### config.mk
export PLATFORM = sky130hd
export DESIGN_NAME = strip_hit_packet_decoder
export DESIGN_NICKNAME = d
export VERILOG_FILES = /design/src/sv/shpd_pkg.sv /design/src/sv/shpd_front.sv /design/src/sv/shpd_queue.sv /design/src/sv/shpd_back.sv /design/src/sv/strip_hit_packet_decoder.sv
export SDC_FILE = /design/constraint.sdc
export NUM_CORES = 1
export LEC_CHECK = 0
export BUFFER_PORTS_ARGS = -buffer_cell sky130_fd_sc_hd__buf_2
export CAP_MARGIN = 20
export CORE_MARGIN = 5
export CORE_UTILIZATION = 30
export CTS_CLUSTER_SIZE = 8
export DETAILED_ROUTE_END_ITERATION = 8
export PLACE_DENSITY = 0.43
export REMOVE_ABC_BUFFERS = 1
export SETUP_SLACK_MARGIN = 0.1
export SLEW_MARGIN = 25
export SYNTH_ARGS = -nofsm -noshare
export SYNTH_HDL_FRONTEND = slang
export SYNTH_SLANG_ARGS = --single-unit
### constraint.sdc
create_clock -name clk -period 7.6 [get_ports clk]
set_clock_uncertainty 0.2 [all_clocks]
set_input_delay 1.14 -clock clk [delete_from_list [all_inputs] [get_ports clk]]
set_output_delay 1.14 -clock clk [all_outputs]
set_load 0.01 [all_outputs]
### src/sv/shpd_pkg.sv
// ============================================================================
// shpd_pkg
// Shared types, constants and helpers for the strip hit packet decoder.
// ============================================================================
package shpd_pkg;

    localparam int CHANNELS    = 32;
    localparam int COUNT_W     = 10;
    localparam int COUNT_MAX   = 1023;
    localparam int QUEUE_DEPTH = 2;
    localparam int CHAN_W      = $clog2(CHANNELS);

    typedef enum logic [1:0] {
        PH_START         = 2'd0,
        PH_START_NOCHECK = 2'd1,
        PH_DATA          = 2'd2
    } phase_t;

    typedef struct packed {
        logic [CHANNELS-1:0] hits;
        logic [6:0]          chip;
        logic [7:0]          unit;
        logic [15:0]         hit_time;
        logic [14:0]         evt_id;
        logic                rf_state;
        logic                summ;
        logic [COUNT_W-1:0]  recs;
        logic [COUNT_W-1:0]  hdrs;
        logic                trunc;
    } entry_t;

    // Output order index k maps to channel {~k[4:3], k[2:0]}.
    function automatic logic [CHAN_W-1:0] channel_of(input logic [CHAN_W-1:0] k);
        channel_of = {~k[4:3], k[2:0]};
    endfunction

    function automatic logic [CHANNELS-1:0] order_mask(input logic [CHANNELS-1:0] hits);
        logic [CHANNELS-1:0] om;
        om = '0;
        for (int k = 0; k < CHANNELS; k++)
        begin
            om[k] = hits[channel_of(CHAN_W'(k))];
        end
        order_mask = om;
    endfunction

    function automatic logic [COUNT_W-1:0] sat_inc(input logic [COUNT_W-1:0] v);
        if (v >= COUNT_W'(COUNT_MAX))
        begin
            sat_inc = COUNT_W'(COUNT_MAX);
        end
        else
        begin
            sat_inc = v + COUNT_W'(1);
        end
    endfunction

endpackage

### src/sv/shpd_front.sv
// ============================================================================
// shpd_front
// Parses packet words, tracks record state and pushes one entry per word.
// ============================================================================
module shpd_front (
    input  logic           clk,
    input  logic           rst_n,
    input  logic           in_valid,
    output logic           in_ready,
    input  logic [31:0]    in_word,
    input  logic           in_last,
    output logic           push_valid,
    input  logic           push_ready,
    output shpd_pkg::entry_t push_entry
);
    import shpd_pkg::*;

    phase_t             phase_reg, phase_next;
    logic               at_start_reg, at_start_next;
    logic [6:0]         chip_reg, chip_next;
    logic [7:0]         unit_reg, unit_next;
    logic [15:0]        time_reg, time_next;
    logic [14:0]        event_reg, event_next;
    logic               rf_reg, rf_next;
    logic [COUNT_W-1:0] recs_reg, recs_next;
    logic [COUNT_W-1:0] hdrs_reg, hdrs_next;
    logic               accept;

    assign in_ready   = push_ready;
    assign push_valid = in_valid;
    assign accept     = in_valid && push_ready;

    always_comb
    begin
        phase_next    = phase_reg;
        at_start_next = at_start_reg;
        chip_next     = chip_reg;
        unit_next     = unit_reg;
        time_next     = time_reg;
        event_next    = event_reg;
        rf_next       = rf_reg;
        recs_next     = recs_reg;
        hdrs_next     = hdrs_reg;
        push_entry    = '0;

        if (at_start_reg)
        begin
            event_next = in_word[14:0];
            rf_next    = in_word[15];
        end
        at_start_next = 1'b0;

        push_entry.chip     = chip_reg;
        push_entry.unit     = unit_reg;
        push_entry.hit_time = time_reg;

        unique case (phase_reg)
            PH_DATA:
            begin
                push_entry.hits = order_mask(~in_word);
                phase_next      = PH_START;
            end
            PH_START_NOCHECK:
            begin
                chip_next  = in_word[30:24];
                unit_next  = in_word[23:16];
                time_next  = in_word[15:0];
                recs_next  = sat_inc(recs_reg);
                phase_next = PH_DATA;
            end
            default:
            begin
                if (!in_word[31])
                begin
                    hdrs_next  = sat_inc(hdrs_reg);
                    phase_next = PH_START_NOCHECK;
                end
                else
                begin
                    chip_next  = in_word[30:24];
                    unit_next  = in_word[23:16];
                    time_next  = in_word[15:0];
                    recs_next  = sat_inc(recs_reg);
                    phase_next = PH_DATA;
                end
            end
        endcase

        push_entry.evt_id   = event_next;
        push_entry.rf_state = rf_next;
        push_entry.recs     = recs_next;
        push_entry.hdrs     = hdrs_next;
        push_entry.summ     = in_last;
        push_entry.trunc    = (phase_next != PH_START);

        if (in_last)
        begin
            phase_next    = PH_START;
            at_start_next = 1'b1;
            chip_next     = '0;
            unit_next     = '0;
            time_next     = '0;
            recs_next     = '0;
            hdrs_next     = '0;
        end
    end

    always_ff @(posedge clk or negedge rst_n)
    begin
        if (!rst_n)
        begin
            phase_reg    <= PH_START;
            at_start_reg <= 1'b1;
            chip_reg     <= '0;
            unit_reg     <= '0;
            time_reg     <= '0;
            event_reg    <= '0;
            rf_reg       <= 1'b0;
            recs_reg     <= '0;
            hdrs_reg     <= '0;
        end
        else if (accept)
        begin
            phase_reg    <= phase_next;
            at_start_reg <= at_start_next;
            chip_reg     <= chip_next;
            unit_reg     <= unit_next;
            time_reg     <= time_next;
            event_reg    <= event_next;
            rf_reg       <= rf_next;
            recs_reg     <= recs_next;
            hdrs_reg     <= hdrs_next;
        end
    end

    a_last_restarts: assert property (@(posedge clk) disable iff (!rst_n)
        accept && in_last |=> at_start_reg && phase_reg == PH_START && recs_reg == '0)
        else $error("packet end did not restore the start state");

endmodule

### src/sv/shpd_queue.sv
// ============================================================================
// shpd_queue
// Short entry queue between the word parser and the hit serializer.
// ============================================================================
module shpd_queue (
    input  logic           clk,
    input  logic           rst_n,
    input  logic           push_valid,
    output logic           push_ready,
    input  shpd_pkg::entry_t push_entry,
    output logic           pop_valid,
    input  logic           pop_ready,
    output shpd_pkg::entry_t pop_entry
);
    import shpd_pkg::*;

    localparam int PTR_W = $clog2(QUEUE_DEPTH);
    localparam int CNT_W = $clog2(QUEUE_DEPTH + 1);

    entry_t             mem_reg [QUEUE_DEPTH];
    logic [PTR_W-1:0]   wr_reg, wr_next;
    logic [PTR_W-1:0]   rd_reg, rd_next;
    logic [CNT_W-1:0]   cnt_reg, cnt_next;
    logic               do_push, do_pop;

    assign push_ready = (cnt_reg != CNT_W'(QUEUE_DEPTH));
    assign pop_valid  = (cnt_reg != '0);
    assign pop_entry  = mem_reg[rd_reg];
    assign do_push    = push_valid && push_ready;
    assign do_pop     = pop_valid && pop_ready;

    always_comb
    begin
        wr_next  = wr_reg;
        rd_next  = rd_reg;
        cnt_next = cnt_reg;
        if (do_push)
        begin
            wr_next = (wr_reg == PTR_W'(QUEUE_DEPTH - 1)) ? '0 : wr_reg + PTR_W'(1);
        end
        if (do_pop)
        begin
            rd_next = (rd_reg == PTR_W'(QUEUE_DEPTH - 1)) ? '0 : rd_reg + PTR_W'(1);
        end
        if (do_push && !do_pop)
        begin
            cnt_next = cnt_reg + CNT_W'(1);
        end
        else if (do_pop && !do_push)
        begin
            cnt_next = cnt_reg - CNT_W'(1);
        end
    end

    always_ff @(posedge clk)
    begin
        if (do_push)
        begin
            mem_reg[wr_reg] <= push_entry;
        end
    end

    always_ff @(posedge clk or negedge rst_n)
    begin
        if (!rst_n)
        begin
            wr_reg  <= '0;
            rd_reg  <= '0;
            cnt_reg <= '0;
        end
        else
        begin
            wr_reg  <= wr_next;
            rd_reg  <= rd_next;
            cnt_reg <= cnt_next;
        end
    end

    a_count_bound: assert property (@(posedge clk) disable iff (!rst_n)
        cnt_reg <= CNT_W'(QUEUE_DEPTH))
        else $error("queue count exceeds its depth");

endmodule

### src/sv/shpd_back.sv
// ============================================================================
// shpd_back
// Serializes queued entries into hit results and event summaries.
// ============================================================================
module shpd_back (
    input  logic           clk,
    input  logic           rst_n,
    input  logic           pop_valid,
    output logic           pop_ready,
    input  shpd_pkg::entry_t pop_entry,
    output logic           out_valid,
    input  logic           out_ready,
    output logic           out_kind,
    output logic           out_last,
    output logic [6:0]     out_chip,
    output logic [7:0]     out_unit,
    output logic [4:0]     out_channel,
    output logic [15:0]    out_time,
    output logic [14:0]    out_event,
    output logic           out_rf,
    output logic [9:0]     out_recs,
    output logic [9:0]     out_hdrs,
    output logic           out_trunc
);
    import shpd_pkg::*;

    entry_t              work_reg, work_next;
    logic                wv_reg, wv_next;
    logic                ov_reg, ov_next;
    logic                kind_reg, kind_next;
    logic                last_reg, last_next;
    logic [6:0]          chip_reg, chip_next;
    logic [7:0]          unit_reg, unit_next;
    logic [CHAN_W-1:0]   chan_reg, chan_next;
    logic [15:0]         time_reg, time_next;
    logic [14:0]         event_reg, event_next;
    logic                rf_reg, rf_next;
    logic [COUNT_W-1:0]  recs_reg, recs_next;
    logic [COUNT_W-1:0]  hdrs_reg, hdrs_next;
    logic                trunc_reg, trunc_next;

    logic                emit_ok, has_item, fire, final_one, work_done, load;
    logic                mask_zero, mask_single;
    logic [CHANNELS-1:0] low_bit;
    logic [CHAN_W-1:0]   low_idx;

    always_comb
    begin
        low_idx = '0;
        for (int k = CHANNELS - 1; k >= 0; k--)
        begin
            if (work_reg.hits[k])
            begin
                low_idx = CHAN_W'(k);
            end
        end
    end

    assign low_bit     = work_reg.hits & (~work_reg.hits + CHANNELS'(1));
    assign mask_zero   = (work_reg.hits == '0);
    assign mask_single = ((work_reg.hits & (work_reg.hits - CHANNELS'(1))) == '0);
    assign emit_ok     = !ov_reg || out_ready;
    assign has_item    = wv_reg && (!mask_zero || work_reg.summ);
    assign fire        = has_item && emit_ok;
    assign final_one   = mask_zero || (mask_single && !work_reg.summ);
    assign work_done   = !has_item || (fire && final_one);
    assign load        = work_done && pop_valid;
    assign pop_ready   = work_done;

    always_comb
    begin
        work_next  = work_reg;
        wv_next    = wv_reg;
        ov_next    = ov_reg;
        kind_next  = kind_reg;
        last_next  = last_reg;
        chip_next  = chip_reg;
        unit_next  = unit_reg;
        chan_next  = chan_reg;
        time_next  = time_reg;
        event_next = event_reg;
        rf_next    = rf_reg;
        recs_next  = recs_reg;
        hdrs_next  = hdrs_reg;
        trunc_next = trunc_reg;

        if (fire)
        begin
            work_next.hits = work_reg.hits & ~low_bit;
            if (mask_zero)
            begin
                work_next.summ = 1'b0;
            end
        end

        if (load)
        begin
            work_next = pop_entry;
            wv_next   = 1'b1;
        end
        else if (work_done)
        begin
            wv_next = 1'b0;
        end

        if (emit_ok)
        begin
            ov_next = fire;
        end

        if (fire)
        begin
            kind_next  = mask_zero;
            last_next  = final_one;
            event_next = work_reg.evt_id;
            rf_next    = work_reg.rf_state;
            if (mask_zero)
            begin
                chip_next  = '0;
                unit_next  = '0;
                chan_next  = '0;
                time_next  = '0;
                recs_next  = work_reg.recs;
                hdrs_next  = work_reg.hdrs;
                trunc_next = work_reg.trunc;
            end
            else
            begin
                chip_next  = work_reg.chip;
                unit_next  = work_reg.unit;
                chan_next  = channel_of(low_idx);
                time_next  = work_reg.hit_time;
                recs_next  = '0;
                hdrs_next  = '0;
                trunc_next = 1'b0;
            end
        end
    end

    always_ff @(posedge clk)
    begin
        work_reg  <= work_next;
        kind_reg  <= kind_next;
        last_reg  <= last_next;
        chip_reg  <= chip_next;
        unit_reg  <= unit_next;
        chan_reg  <= chan_next;
        time_reg  <= time_next;
        event_reg <= event_next;
        rf_reg    <= rf_next;
        recs_reg  <= recs_next;
        hdrs_reg  <= hdrs_next;
        trunc_reg <= trunc_next;
    end

    always_ff @(posedge clk or negedge rst_n)
    begin
        if (!rst_n)
        begin
            wv_reg <= 1'b0;
            ov_reg <= 1'b0;
        end
        else
        begin
            wv_reg <= wv_next;
            ov_reg <= ov_next;
        end
    end

    assign out_valid   = ov_reg;
    assign out_kind    = kind_reg;
    assign out_last    = last_reg;
    assign out_chip    = chip_reg;
    assign out_unit    = unit_reg;
    assign out_channel = chan_reg;
    assign out_time    = time_reg;
    assign out_event   = event_reg;
    assign out_rf      = rf_reg;
    assign out_recs    = recs_reg;
    assign out_hdrs    = hdrs_reg;
    assign out_trunc   = trunc_reg;

    a_summary_is_last: assert property (@(posedge clk) disable iff (!rst_n)
        ov_reg && kind_reg |-> last_reg)
        else $error("summary request is not the final one of its word");

    a_hit_no_counts: assert property (@(posedge clk) disable iff (!rst_n)
        ov_reg && !kind_reg |-> recs_reg == '0 && hdrs_reg == '0 && !trunc_reg)
        else $error("hit request carries summary fields");

    a_load_when_done: assert property (@(posedge clk) disable iff (!rst_n)
        load |-> !has_item || (fire && final_one))
        else $error("entry loaded while results remain");

endmodule

### src/sv/strip_hit_packet_decoder.sv
// ============================================================================
// strip_hit_packet_decoder
// Decodes readout packet words into per-channel hit requests and a summary.
// ============================================================================
// Entries pass the queue, the serializer's work register and the output registers.
// Throughput: one word per cycle while each word yields at most one result and
// the output is ready; a data word whose cleared bits (and summary) give more holds
// the serializer until each is emitted, and the two-entry queue then back-pressures the input.
// Reset: asynchronous; clears the parser to packet start and empties the queue.
module strip_hit_packet_decoder (
    input  logic        clk,
    input  logic        rst_n,
    input  logic        s_tvalid,
    output logic        s_tready,
    input  logic [31:0] s_tdata,   // word[31:0]
    input  logic        s_tlast,
    output logic        m_tvalid,
    input  logic        m_tready,
    output logic [79:0] m_tdata,   // chip[6:0], unit[14:7], channel[19:15],
                                   // hit_time[35:20], event_id[50:36],
                                   // rf_state[51], record_count[61:52],
                                   // header_count[71:62], truncated[72], zeros
    output logic        m_tuser,   // kind[0]
    output logic        m_tlast
);
    import shpd_pkg::*;

    entry_t      push_entry, pop_entry;
    logic        push_valid, push_ready, pop_valid, pop_ready;
    logic [6:0]  o_chip;
    logic [7:0]  o_unit;
    logic [4:0]  o_channel;
    logic [15:0] o_time;
    logic [14:0] o_event;
    logic        o_rf;
    logic [9:0]  o_recs;
    logic [9:0]  o_hdrs;
    logic        o_trunc;

    shpd_front u_front (
        .clk        (clk),
        .rst_n      (rst_n),
        .in_valid   (s_tvalid),
        .in_ready   (s_tready),
        .in_word    (s_tdata),
        .in_last    (s_tlast),
        .push_valid (push_valid),
        .push_ready (push_ready),
        .push_entry (push_entry)
    );

    shpd_queue u_queue (
        .clk        (clk),
        .rst_n      (rst_n),
        .push_valid (push_valid),
        .push_ready (push_ready),
        .push_entry (push_entry),
        .pop_valid  (pop_valid),
        .pop_ready  (pop_ready),
        .pop_entry  (pop_entry)
    );

    shpd_back u_back (
        .clk         (clk),
        .rst_n       (rst_n),
        .pop_valid   (pop_valid),
        .pop_ready   (pop_ready),
        .pop_entry   (pop_entry),
        .out_valid   (m_tvalid),
        .out_ready   (m_tready),
        .out_kind    (m_tuser),
        .out_last    (m_tlast),
        .out_chip    (o_chip),
        .out_unit    (o_unit),
        .out_channel (o_channel),
        .out_time    (o_time),
        .out_event   (o_event),
        .out_rf      (o_rf),
        .out_recs    (o_recs),
        .out_hdrs    (o_hdrs),
        .out_trunc   (o_trunc)
    );

    assign m_tdata = {7'd0, o_trunc, o_hdrs, o_recs, o_rf, o_event, o_time,
                      o_channel, o_unit, o_chip};

endmodule

==> reports/metrics.yaml <==
power_and_ir_drop:
  intPower_w: 0.00542
  swShare_pct: 25.3
  power_frac_seq_pct: 49.2
  cellPowerDensity_nw_per_um2: 339
  irDropWorstVdd_uv: 144
  power.share.clock_pct: 37.2
  p_comb_share_pct: 13.6
  p_sw_w: 0.00183
  power.leakage_nw: 8.06
yosys:
  synth-compound-area-share_pct: 6.99
  synth.cell_area_um2: 18000
  muxShareOfSynthArea_pct: 10.0
  ys_warn_count: 0
  synth-edff-count: 378
  synth_top_family_by_area: "multiplexers"
  ys_ff_latch: 454
  synthAdderAreaFrac_pct: 0.402
  postSynthAreaPerCell_um2: 16.0
  yosys_most_used_dff: "edfxtp_1"
  seq_area_frac_synth_pct: 73.4
  syn_inst: 1131
  async_flop_share_pct: 16.7
  synth.distinct_cells: 62
  yosys.area_share.xor_xnor_pct: 0.340
  synth-simple-area-share_pct: 6.70
clocking:
  cts-resized-gates: 0
  cts_num_sinks: 454
  cts_tree: "built"
  clock_path_buffers: 3
  cts_hold_buffers: 0
  root_buffer: "clkbuf_16"
  clock_latency_ps: 570
  clk_pin_slew_ps: 50
  htreeDepth: 3
  post_cts_buffers: 0
  cts_buffers: 66
critical_path:
  critPathBufInv: 2
  start_kind: "flop"
  slowest_delay_ps: 900
  crit_type: "reg2reg"
  worst-path-max-fanout: 47
  r2r_slack_ps: 2960
  end_kind: "flop"
  critPathArrivalTime_ps: 4700
  slowest_stage: "o41ai_2"
  crit_family: "simple AND/OR/NAND/NOR gates"
  cp.required_ps: 7660
  path_cells: "nor4_1 -> nand4_1 -> o41ai_2 -> nor2_1 -> nor2_1 -> a31oi_4 -> clkinv_4 -> buf_12"
  critPathMostFrequentCell: "nor2_1"
layout:
  final_area_um2: 21400
  fin_nets: 1317
  diodes: 0
  largest_reg_flops: 202
  fin_cells: 2104
  drive_gt1_share_pct: 25.3
  mostFrequentLayoutCell: "edfxtp_1"
  layout_common_cells: "378 x edfxtp_1, 112 x buf_2, 106 x mux2_2, 74 x dfrtp_1, 69 x clkbuf_16"
  area_growth_pct: 18.7
floorplanning:
  io_pins: 121
  core_area_um2: 60000
  die_w_um: 255
  start_util_pct: 30.1
  die_h_um: 255
  num_rows: 90
  die-area_um2: 65200
placed_design:
  place_congestion: 0.806
  hpwl_mm: 24.6
  dp.cells: 1989
  numPortBuffers: 113
  placed_cell_area_um2: 19500
drt:
  dr.pass1.iters: 5
  wl_per_cell_um: 19.5
  dr.first_iter.drc_count: 530
  routed_wl_mm: 41.1
  via_per_inst: 4.67
  vias: 9826
  drc: 0
  ant_nets: 0
sta:
  maxSlewHeadroom_pct: 40.5
  hold_viol: 0
  fmax_ghz: 0.215
  setup_violations: 0
  post-route-period-util_pct: 61.1
  tns_ps: 0
  drv_slew: 0
  worstMarginPinSlew_ps: 892
  finalCriticalPeriod_ps: 4640
  rsz0062_at_grt: "no"
global_route:
  track_usage_pct: 12.6
  gr-total-overflow: 0
  antenna_found_initial: 1
  grt_pass1_wl_mm: 62.5
  grt_start_max_net_pins: 62
  grt_pass1_vias: 10200
run:
  max_cap_violations: 0
min_path:
  hp-class: "reg2reg"
outcome:
  status: "complete, no violations"
[metal layers]
metal / GRT usage [%] / vias up / wire [um]
met5: 0 / - / 0
met4: 4.20 / 0 / 850
met3: 2.52 / 59 / 1650
met2: 20.4 / 188 / 19700
met1: 17.1 / 4954 / 18800
li1: - / 4625 / -
[synthesized netlist by cell type (2+ instances only)]
master / count / area (um^2)
xor2_1: 3 / 26.3
o21a_1: 4 / 30.0
nand4_1: 7 / 43.8
dfrtp_1: 75 / 1880
inv_1: 17 / 63.8
nand2_1: 39 / 146
xnor2_1: 4 / 35.0
nor2_1: 71 / 267
o41ai_2: 2 / 32.5
nand2b_1: 3 / 18.8
o311ai_0: 3 / 26.3
a2111oi_0: 2 / 17.5
or2_2: 6 / 37.5
o31ai_1: 8 / 60.1
clkinv_1: 2 / 7.51
a211oi_1: 3 / 22.5
nor3_1: 9 / 45.0
nor4_2: 2 / 25.0
a31o_2: 3 / 26.3
a21oi_1: 32 / 160
a22o_1: 53 / 464
and3_1: 10 / 62.6
or3_1: 6 / 37.5
nand3_1: 16 / 80.1
buf_2: 5 / 25.0
ha_1: 5 / 62.6
o21ai_0: 41 / 205
mux2i_1: 61 / 611
inv_2: 2 / 7.51
buf_1: 9 / 33.8
clkbuf_1: 35 / 131
o211ai_1: 2 / 15.0
o22ai_1: 3 / 18.8
buf_4: 9 / 67.6
mux2_2: 106 / 1190
and2_1: 52 / 325
or4_1: 7 / 52.6
o32ai_1: 2 / 17.5
a31oi_1: 6 / 37.5
buf_6: 4 / 45.0
edfxtp_1: 378 / 11400
nor4_1: 3 / 18.8
o2bb2ai_1: 2 / 17.5
[layout make-up]
cell class	instances	area, um^2
fill	5729	38600
sequential	454	13300
multi-input combinational	600	4470
clock buffer	113	1890
tap	782	978
timing repair buffer	132	727
inverter	21	83.8
clock inverter	2	17.5
[cells by family after synthesis]
kind of cell / Yosys count
other: 1
buffers and inverters: 83
XOR/XNOR: 7
AO/OA/AOI/OAI: 177
adder cells (fa/ha/maj): 6
multiplexers: 167
flip-flops: 454
AND/OR/NAND/NOR: 236
[power groups by stage]
stage | Clock (W) | Sequential, W | Combinational, W
after floorplan | 0 | 0.00359 | 0.000661
after global placement | 0 | 0.00359 | 0.000996
after detailed placement | 0 | 0.00361 | 0.00102
after CTS | 0.00280 | 0.00357 | 0.00102
after global routing | 0.00291 | 0.00362 | 0.00111
final | 0.00270 | 0.00357 | 0.000986
[final timing paths]
path,from,to,cells past startpoint
min in group asynchronous,rst_n,u_front.hdrs_reg[8],1
hold / removal,u_back.work_reg[35],u_back.out_event[12],0
max in group asynchronous,rst_n,u_queue.rd_reg,2
setup reg to reg,u_back.work_reg[77],u_back.work_reg[16],8
hold reg to reg,u_back.work_reg[35],u_back.out_event[12],0
setup / recovery,u_back.work_reg[77],u_back.work_reg[16],8
[stage by stage]
stage	utilization (%)	setup slack [ps]	power (W)	hold slack, ps
2_1_floorplan	-	1030	0.00425	200
4_1_cts	35.7	2920	0.00740	189
6_report	35.7	2960	0.00725	216
5_1_grt	35.7	2480	0.00763	222
3_3_place_gp	32.5	2680	0.00459	205
3_5_place_dp	32.5	2970	0.00463	205
(Power assumes the default switching activity.)
